## config.mk

```make
export PLATFORM = sky130hd
export DESIGN_NAME = colon_field_packet_parser_core
export DESIGN_NICKNAME = d
export VERILOG_FILES = /design/src/hdl/cfpp_pkg.sv /design/src/hdl/cfpp_in_stage.sv /design/src/hdl/cfpp_parse.sv /design/src/hdl/colon_field_packet_parser_core.sv
export SDC_FILE = /design/constraint.sdc
export NUM_CORES = 1
export LEC_CHECK = 0
export ABC_AREA = 1
export BUFFER_PORTS_ARGS = -buffer_cell sky130_fd_sc_hd__buf_2
export CORE_ASPECT_RATIO = 1.1
export CORE_MARGIN = 3
export CORE_UTILIZATION = 65
export CTS_CLUSTER_DIAMETER = 200
export DETAILED_ROUTE_END_ITERATION = 12
export PLACE_DENSITY = 0.86
export SLEW_MARGIN = 25
export SYNTH_ARGS = -nofsm -noshare
export SYNTH_HDL_FRONTEND = slang
export SYNTH_HIERARCHICAL = 1
export SYNTH_SLANG_ARGS = --single-unit
```

## constraint.sdc

```tcl
create_clock -name clk -period 5.8 [get_ports clk]
set_input_delay 0.58 -clock clk [delete_from_list [all_inputs] [get_ports clk]]
set_output_delay 0.58 -clock clk [all_outputs]
set_load 0.02 [all_outputs]
```

## src/hdl/cfpp_pkg.sv

```systemverilog
// cfpp_pkg: shared types and constants for the colon-field packet parser
// used by cfpp_in_stage, cfpp_parse and colon_field_packet_parser_core
package cfpp_pkg;

  // fixed field widths
  localparam int BYTE_W = 8;
  localparam int TYPE_W = 8;
  localparam int LEN_W  = 11;

  // parameter defaults
  localparam int NAME_LIMIT_DEF   = 32;
  localparam int DATA_LIMIT_DEF   = 1024;
  localparam int BUFFER_BYTES_DEF = 1250;

  // separator character
  localparam logic [BYTE_W-1:0] SEP_CHAR = 8'h3A;

  // saturation point of the type value
  localparam int TYPE_MAX = 255;

  // result kinds
  typedef enum logic [1:0] {
    KIND_HEADER   = 2'd0,
    KIND_SRC_BYTE = 2'd1,
    KIND_SRC_END  = 2'd2,
    KIND_DATA     = 2'd3
  } cfpp_kind_t;

  // one input word
  typedef struct packed {
    logic [BYTE_W-1:0] data_byte;
    logic              first;
  } cfpp_item_t;

  // one result word
  typedef struct packed {
    cfpp_kind_t        kind;
    logic [TYPE_W-1:0] type_code;
    logic [LEN_W-1:0]  length;
    logic [BYTE_W-1:0] value;
    logic              last;
    logic              overrun;
  } cfpp_result_t;

endpackage

```

## src/hdl/cfpp_in_stage.sv

```systemverilog
// cfpp_in_stage: input register of the parser, one word deep
// depends on cfpp_pkg for the input word type
module cfpp_in_stage
  import cfpp_pkg::*;
(
  input  logic       clk,
  input  logic       rst_n,
  input  logic       up_valid,
  output logic       up_ready,
  input  cfpp_item_t up_item,
  output logic       dn_valid,
  input  logic       dn_ready,
  output cfpp_item_t dn_item
);

  logic       vld_r;
  logic       vld_nxt;
  cfpp_item_t item_r;

  // take a new word when empty or when the held word moves on
  assign up_ready = !vld_r || dn_ready;
  assign vld_nxt  = up_ready ? up_valid : vld_r;

  // valid flag
  always_ff @(posedge clk) begin
    if (!rst_n) begin
      vld_r <= 1'b0;
    end else begin
      vld_r <= vld_nxt;
    end
  end

  // payload, no reset
  always_ff @(posedge clk) begin
    if (up_ready && up_valid) begin
      item_r <= up_item;
    end
  end

  assign dn_valid = vld_r;
  assign dn_item  = item_r;

endmodule

```

## src/hdl/cfpp_parse.sv

```systemverilog
// cfpp_parse: parse state, per-word field decode and the result register
// depends on cfpp_pkg for word types, kinds and field widths
module cfpp_parse
  import cfpp_pkg::*;
#(
  parameter int NAME_LIMIT   = NAME_LIMIT_DEF,
  parameter int DATA_LIMIT   = DATA_LIMIT_DEF,
  parameter int BUFFER_BYTES = BUFFER_BYTES_DEF
) (
  input  logic         clk,
  input  logic         rst_n,
  input  logic         in_valid,
  output logic         in_ready,
  input  cfpp_item_t   in_item,
  output logic         res_valid,
  input  logic         res_ready,
  output cfpp_result_t res
);

  localparam int NC_W  = $clog2(NAME_LIMIT + 1);
  localparam int POS_W = $clog2(BUFFER_BYTES + 1);
  localparam logic [NC_W-1:0]  NAME_LIM = NC_W'(NAME_LIMIT);
  localparam logic [POS_W-1:0] BUF_LIM  = POS_W'(BUFFER_BYTES);
  localparam logic [13:0]      DATA_LIM = 14'(DATA_LIMIT);
  localparam logic [11:0]      TYPE_LIM = 12'(TYPE_MAX);

  typedef enum logic [2:0] {
    F_TYPE   = 3'd0,
    F_SIZE   = 3'd1,
    F_SOURCE = 3'd2,
    F_DATA   = 3'd3,
    F_DONE   = 3'd4
  } field_t;

  field_t            field_r, field_nxt, field_cur;
  logic [TYPE_W-1:0] type_r, type_nxt, type_cur;
  logic              type_stop_r, type_stop_nxt, type_stop_cur;
  logic [LEN_W-1:0]  size_r, size_nxt, size_cur;
  logic              size_stop_r, size_stop_nxt, size_stop_cur;
  logic [NC_W-1:0]   name_cnt_r, name_cnt_nxt, name_cnt_cur;
  logic [LEN_W-1:0]  remain_r, remain_nxt, remain_cur, remain_dec;
  logic [POS_W-1:0]  pos_r, pos_nxt, pos_cur;

  logic              res_vld_r, res_vld_nxt;
  cfpp_result_t      res_r, res_nxt;
  logic              emit;
  logic              take;

  logic [BYTE_W-1:0] b;
  logic              is_digit;
  logic              is_sep;
  logic [3:0]        digit;
  logic [11:0]       type_acc;
  logic [13:0]       size_acc;

  // a word moves in when the result register is free or being drained
  assign in_ready = !res_vld_r || res_ready;
  assign take     = in_valid && in_ready;

  assign b        = in_item.data_byte;
  assign is_digit = (b >= 8'h30) && (b <= 8'h39);
  assign is_sep   = (b == SEP_CHAR);
  assign digit    = b[3:0];

  // start flag clears the parse before the byte is used
  always_comb begin
    if (in_item.first) begin
      field_cur     = F_TYPE;
      type_cur      = '0;
      type_stop_cur = 1'b0;
      size_cur      = '0;
      size_stop_cur = 1'b0;
      name_cnt_cur  = '0;
      remain_cur    = '0;
      pos_cur       = '0;
    end else begin
      field_cur     = field_r;
      type_cur      = type_r;
      type_stop_cur = type_stop_r;
      size_cur      = size_r;
      size_stop_cur = size_stop_r;
      name_cnt_cur  = name_cnt_r;
      remain_cur    = remain_r;
      pos_cur       = pos_r;
    end
  end

  // multiply by ten as two shifts and an add
  assign type_acc   = ({4'd0, type_cur} << 3) + ({4'd0, type_cur} << 1) + {8'd0, digit};
  assign size_acc   = ({3'd0, size_cur} << 3) + ({3'd0, size_cur} << 1) + {10'd0, digit};
  assign remain_dec = remain_cur - LEN_W'(1);

  // field decode
  always_comb begin
    field_nxt     = field_cur;
    type_nxt      = type_cur;
    type_stop_nxt = type_stop_cur;
    size_nxt      = size_cur;
    size_stop_nxt = size_stop_cur;
    name_cnt_nxt  = name_cnt_cur;
    remain_nxt    = remain_cur;
    pos_nxt       = pos_cur;
    emit          = 1'b0;
    res_nxt       = '{kind: KIND_HEADER, type_code: '0, length: '0,
                      value: '0, last: 1'b0, overrun: 1'b0};
    if (pos_cur < BUF_LIM) begin
      pos_nxt = pos_cur + POS_W'(1);
      unique case (field_cur)
        F_TYPE: begin
          if (is_sep) begin
            field_nxt = F_SIZE;
          end else if (!type_stop_cur) begin
            if (is_digit) begin
              type_nxt = (type_acc > TYPE_LIM) ? TYPE_LIM[TYPE_W-1:0] : type_acc[TYPE_W-1:0];
            end else begin
              type_stop_nxt = 1'b1;
            end
          end
        end
        F_SIZE: begin
          if (is_sep) begin
            field_nxt         = F_SOURCE;
            emit              = 1'b1;
            res_nxt.kind      = KIND_HEADER;
            res_nxt.type_code = type_cur;
            res_nxt.length    = size_cur;
          end else if (!size_stop_cur) begin
            if (is_digit) begin
              size_nxt = (size_acc > DATA_LIM) ? DATA_LIM[LEN_W-1:0] : size_acc[LEN_W-1:0];
            end else begin
              size_stop_nxt = 1'b1;
            end
          end
        end
        F_SOURCE: begin
          emit = 1'b1;
          if (is_sep) begin
            remain_nxt   = size_cur;
            field_nxt    = (size_cur == '0) ? F_DONE : F_DATA;
            res_nxt.kind = KIND_SRC_END;
            res_nxt.last = (size_cur == '0);
          end else begin
            res_nxt.kind  = KIND_SRC_BYTE;
            res_nxt.value = b;
            if (name_cnt_cur < NAME_LIM) begin
              name_cnt_nxt = name_cnt_cur + NC_W'(1);
            end else begin
              res_nxt.overrun = 1'b1;
            end
          end
        end
        F_DATA: begin
          if (remain_cur == '0) begin
            field_nxt = F_DONE;
          end else begin
            remain_nxt    = remain_dec;
            emit          = 1'b1;
            res_nxt.kind  = KIND_DATA;
            res_nxt.value = b;
            res_nxt.last  = (remain_dec == '0);
            if (remain_dec == '0) begin
              field_nxt = F_DONE;
            end
          end
        end
        default: begin
          field_nxt = field_cur;
        end
      endcase
    end
  end

  // result valid follows the drain and fill of the result register
  always_comb begin
    if (take) begin
      res_vld_nxt = emit;
    end else if (res_ready) begin
      res_vld_nxt = 1'b0;
    end else begin
      res_vld_nxt = res_vld_r;
    end
  end

  // parse state and result valid
  always_ff @(posedge clk) begin
    if (!rst_n) begin
      field_r     <= F_TYPE;
      type_r      <= '0;
      type_stop_r <= 1'b0;
      size_r      <= '0;
      size_stop_r <= 1'b0;
      name_cnt_r  <= '0;
      remain_r    <= '0;
      pos_r       <= '0;
      res_vld_r   <= 1'b0;
    end else begin
      res_vld_r <= res_vld_nxt;
      if (take) begin
        field_r     <= field_nxt;
        type_r      <= type_nxt;
        type_stop_r <= type_stop_nxt;
        size_r      <= size_nxt;
        size_stop_r <= size_stop_nxt;
        name_cnt_r  <= name_cnt_nxt;
        remain_r    <= remain_nxt;
        pos_r       <= pos_nxt;
      end
    end
  end

  // result payload, no reset
  always_ff @(posedge clk) begin
    if (take && emit) begin
      res_r <= res_nxt;
    end
  end

  assign res_valid = res_vld_r;
  assign res       = res_r;

endmodule

```

## src/hdl/colon_field_packet_parser_core.sv

```systemverilog
// Colon-field packet parser: type:size:source:data, one byte per word.
// Path: an accepted word passes the input register, then the result register.
// Throughput: one word per cycle unless out_tready stalls; the two registers
// sit on either side of the combinational decode, so both sides stream.
// Reset: rst_n synchronous, active low; clears the parse state and both
// valid flags, parsing resumes as if a packet had begun.
module colon_field_packet_parser_core
  import cfpp_pkg::*;
#(
  parameter int NAME_LIMIT   = NAME_LIMIT_DEF,
  parameter int DATA_LIMIT   = DATA_LIMIT_DEF,
  parameter int BUFFER_BYTES = BUFFER_BYTES_DEF
) (
  input  logic        clk,
  input  logic        rst_n,
  input  logic        in_tvalid,
  output logic        in_tready,
  input  logic [7:0]  in_tdata,   // [7:0] data_byte
  input  logic        in_tuser,   // [0] first
  output logic        out_tvalid,
  input  logic        out_tready,
  output logic [31:0] out_tdata,  // [7:0] type_code, [18:8] length, [26:19] value, zero fill
  output logic [2:0]  out_tuser,  // [1:0] kind, [2] overrun
  output logic        out_tlast
);

  cfpp_item_t   up_item;
  cfpp_item_t   st_item;
  logic         st_valid;
  logic         st_ready;
  cfpp_result_t res;

  assign up_item.data_byte = in_tdata;
  assign up_item.first     = in_tuser;

  // input register
  cfpp_in_stage u_in_stage (
    .clk      (clk),
    .rst_n    (rst_n),
    .up_valid (in_tvalid),
    .up_ready (in_tready),
    .up_item  (up_item),
    .dn_valid (st_valid),
    .dn_ready (st_ready),
    .dn_item  (st_item)
  );

  // decode and result register
  cfpp_parse #(
    .NAME_LIMIT   (NAME_LIMIT),
    .DATA_LIMIT   (DATA_LIMIT),
    .BUFFER_BYTES (BUFFER_BYTES)
  ) u_parse (
    .clk       (clk),
    .rst_n     (rst_n),
    .in_valid  (st_valid),
    .in_ready  (st_ready),
    .in_item   (st_item),
    .res_valid (out_tvalid),
    .res_ready (out_tready),
    .res       (res)
  );

  // pack the result word
  assign out_tdata = {5'd0, res.value, res.length, res.type_code};
  assign out_tuser = {res.overrun, res.kind};
  assign out_tlast = res.last;

endmodule

```

==> results.md <==
* Status: finished, final reports clean
* Placer congestion estimate at between 0.9 and 1
* Post-synth top area share at 0.188
* Routing usage on met2 at 0.502
* Met3 Use GR at 0.0491
* Nets at 961
* Clock Tree Buf Depth at 2
* I/O pin count at 51
* Leakage power at 2.98 nW
* Final Skew at between 15 and 20 ps
* CP cell instances: inv_2, nand2_1, xor2_1, inv_1, ha_1, inv_1, fa_1, o21ai_0, nand2_1, a21oi_1, a21oi_1, nor2_1, nand2_1, nor2_1, nand2_1, a22oi_1, nor2_1
* Postcts setup bufs at 0
* Via count at slightly above 6000
* Cell Count, Final, Fillers Out at a little over 1000
* Combinational Power Share at 0.148
* Final setup viols at 0
* Final Util at 0.716
* First-pass GRT wire length at 26.7 mm
* Critical Path RT at 6030 ps
* Vias in the first global route at 5799
* DRC at 0
* Largest family of logic cells by synthesized area: simple AND/OR/NAND/NOR gates
* Pre-CTS setup slack at around 1400 ps
* Max-Cap Viols at 0
* Pwr/cell area at 197 nW/µm²
* Port Buf Inserts at between 40 and 50
* Headroom to the max-slew limit at 0.386
* GRT Resource Usage Total at 0.304
* Fillers at 780
* Post-cts gate resize count at 0
* Cell count after synthesis at approximately 880
* Top FF cell, synth: dfxtp_1
* Top cell family by delay on the critical path: simple AND/OR/NAND/NOR gates
* Levels on crit path at 17
* CTS tree: built
* Share of layout cells above drive strength 1 at 0.139
* Latest clock arrival within the worst-skew pair at around 370 ps
* Seq pwr share at 0.542
* Yosys Warn Count at 6
* FMAX at about 230 MHz
* Internal at 938 µW
* Post-synthesis sequential area ratio at 0.357
* Post-synth cell types at 54
* Most used routing layer in global routing: met2
* Initial core utilization at 0.673
* Mux cell area share after synthesis at 0
* Total gr overflow at 0
* Syn avg cell area at around 7.3 µm²
* Area grow syn2layout at 6.30%
* Core area at about 9500 µm²
* Synth Area in Compound Gates at 0.151
* Max H-tree Level at 3
* Hold path cells at 1
* FF+latch count, synth at between 90 and 100
* Die area at between 10000 and 15000 µm²
* EDFF count, synth at 40
* Die Y at ~110 µm
* Crit. End Element: flop
* GR Util met1 at 0.390
* Most frequent CP cell: nand2_1
* Routed Antenna Nets at 0
* Clock share of power at 0.309
* Sw frac at 0.299
* Cell Area, Synth at roughly 6400 µm²
* Critical Path Fanout Max at 29
* DRT iter0 DRCs at 610
* Sw power at about 400 µW
* Hold Buf Count CTS at 0
* Most common cell in the synthesized netlist: nand2_1
* Arr. time, crit path at 4670 ps
* Clock Tree Root: clkbuf_8
* Peak supply drop at 147 µV
* Synth area leader: edfxtp_1
* Cts bufs inserted at 9
* Post-synthesis simple-gate area fraction at 0.282
* CP Launch Type: flop
* Post-Route WL at roughly 16 mm
* Max incr delay on CP at roughly 970 ps
* Setup_tns at 0 ps
* Fin. max-slew vios at 0
* Ys async rst share at 0
* FP Rows at 37
* Placed insts at between 1000 and 1500
* R2r worst-path depth at 17
* Hold Path Class: input port to flop
* WP buf/inv at 3
* Post-Synth Adder-Cell Area at 0.0846
* Antenna cells at 0
* Final worst-path cycle share at 0.766
* Pin count of the biggest net entering global routing at 30
* CP Class: flop to flop
* Final setup margin at 1360 ps
* Vias per Instance at ~6.0
* Synth top area cells: edfxtp_1 19%, dfxtp_1 17%, nand2_1 11%
* Per-cell routed wire length at roughly 16 µm
* Worst-margin pin slew at 915 ps
* Slowest CP cell: edfxtp_1
* Antenna violations before repair at 0
* Commonest cells in the netlist: 184 x nand2_1, 109 x inv_1, 91 x a21oi_1
* CTS Sinks at 94
* RSZ-0062 raised after global routing: false
* First-pass iteration count of the detailed router at 6
* Reg clk slew, reported paths at about 100 ps
* DP HPWL at roughly 12 mm
* Synth Area in XOR/XNOR at 0.0231
* Tmin final at ~4400 ps
* Design Power at ~1.3 mW
* Hold violation total from the final report at 0
* Die X at around 100 µm
-- state kept, by name (all words and copies together) (netlist names) --
register             cells
u_parse/remain_r        11
u_parse/size_stop_r      1
u_parse/res_valid        1
u_parse/field_r          3
u_in_stage/dn_item       9
u_parse/size_r          11
u_parse/pos_r           11
u_parse/res             31
u_in_stage/dn_valid      1
u_parse/name_cnt_r       6
u_parse/type_stop_r      1
u_parse/type_r           8
-- layout by cell type (no fill, tap or decap), types with 4 or more instances in the layout --
cell type,Yosys,final
a21oi_1,91,90
a21oi_2,4,5
a31oi_1,5,5
buf_2,10,45
clkbuf_8,0,10
conb_1,1,5
dfxtp_1,54,54
edfxtp_1,40,40
ha_1,40,40
inv_1,109,109
inv_2,14,14
nand2_1,184,184
nand2_2,10,10
nand2_4,4,4
nand3_1,34,34
nand3_2,5,5
nand4_1,12,12
nor2_1,89,89
nor2_2,8,8
nor2_4,6,6
nor3_1,22,22
nor4_1,4,4
o21ai_0,43,43
o21bai_1,4,4
o22ai_1,8,8
xor2_1,12,12
-- cell families (layout without fill, tap and decap cells) --
family | Yosys count | after routing
AOI/OAI and AO/OA | 174 | 174
xor gates and xnor gates | 16 | 16
adders and majority gates | 42 | 42
buffers and inverters | 156 | 188
DFF | 94 | 94
other | 1 | 5
and+or+nand+nor | 392 | 392
-- per-stage QoR --
stage / area [µm²] / hold slack [ps]
after CTS: 6790 / 364
after floorplan: 6410 / 443
final: 6790 / 378
after global placement: 6610 / 452
after detailed placement: 6620 / 460
after global routing: 6790 / 370
-- metal layers --
layer  wire length [µm]  part of all wire  up-vias
li1                   -                 -     2932
met1               6740              0.41     2799
met2               7690              0.47      333
met3               1330             0.081       53
met4                513             0.032        0
met5                  0                 0        -
-- final cells by class --
class | instances | area, µm² | share of cell area
Clock buffer | 10 | 138 | 0.0203
Clock inverter | 6 | 41.3 | 0.00608
Inverter | 126 | 475 | 0.0700
Multi-Input combinational cell | 629 | 3480 | 0.512
Sequential cell | 94 | 2280 | 0.336
Tap cell | 117 | 146 | 0.0215
Timing Repair Buffer | 46 | 233 | 0.0343
-- worst paths after layout --
path	endpoint	slack, ps	startpoint
worst max-delay path	u_parse/type_r[6]	1360	u_in_stage/dn_item[0]
worst min-delay path	u_in_stage/dn_item[7]	380	in_tdata[6]
worst max register to register	u_parse/type_r[6]	1360	u_in_stage/dn_item[0]
worst min register to register	u_parse/name_cnt_r[1]	470	u_parse/name_cnt_r[1]
-- power by group through the flow --
stage	clock [mW]	combinational (mW)	sequential (mW)
6_report	0.414	0.199	0.726
5_1_grt	0.441	0.222	0.728
4_1_cts	0.419	0.195	0.725
3_5_place_dp	0	0.194	0.740
3_3_place_gp	0	0.190	0.740
2_1_floorplan	0	0.157	0.736
(Power assumes the default switching activity.)
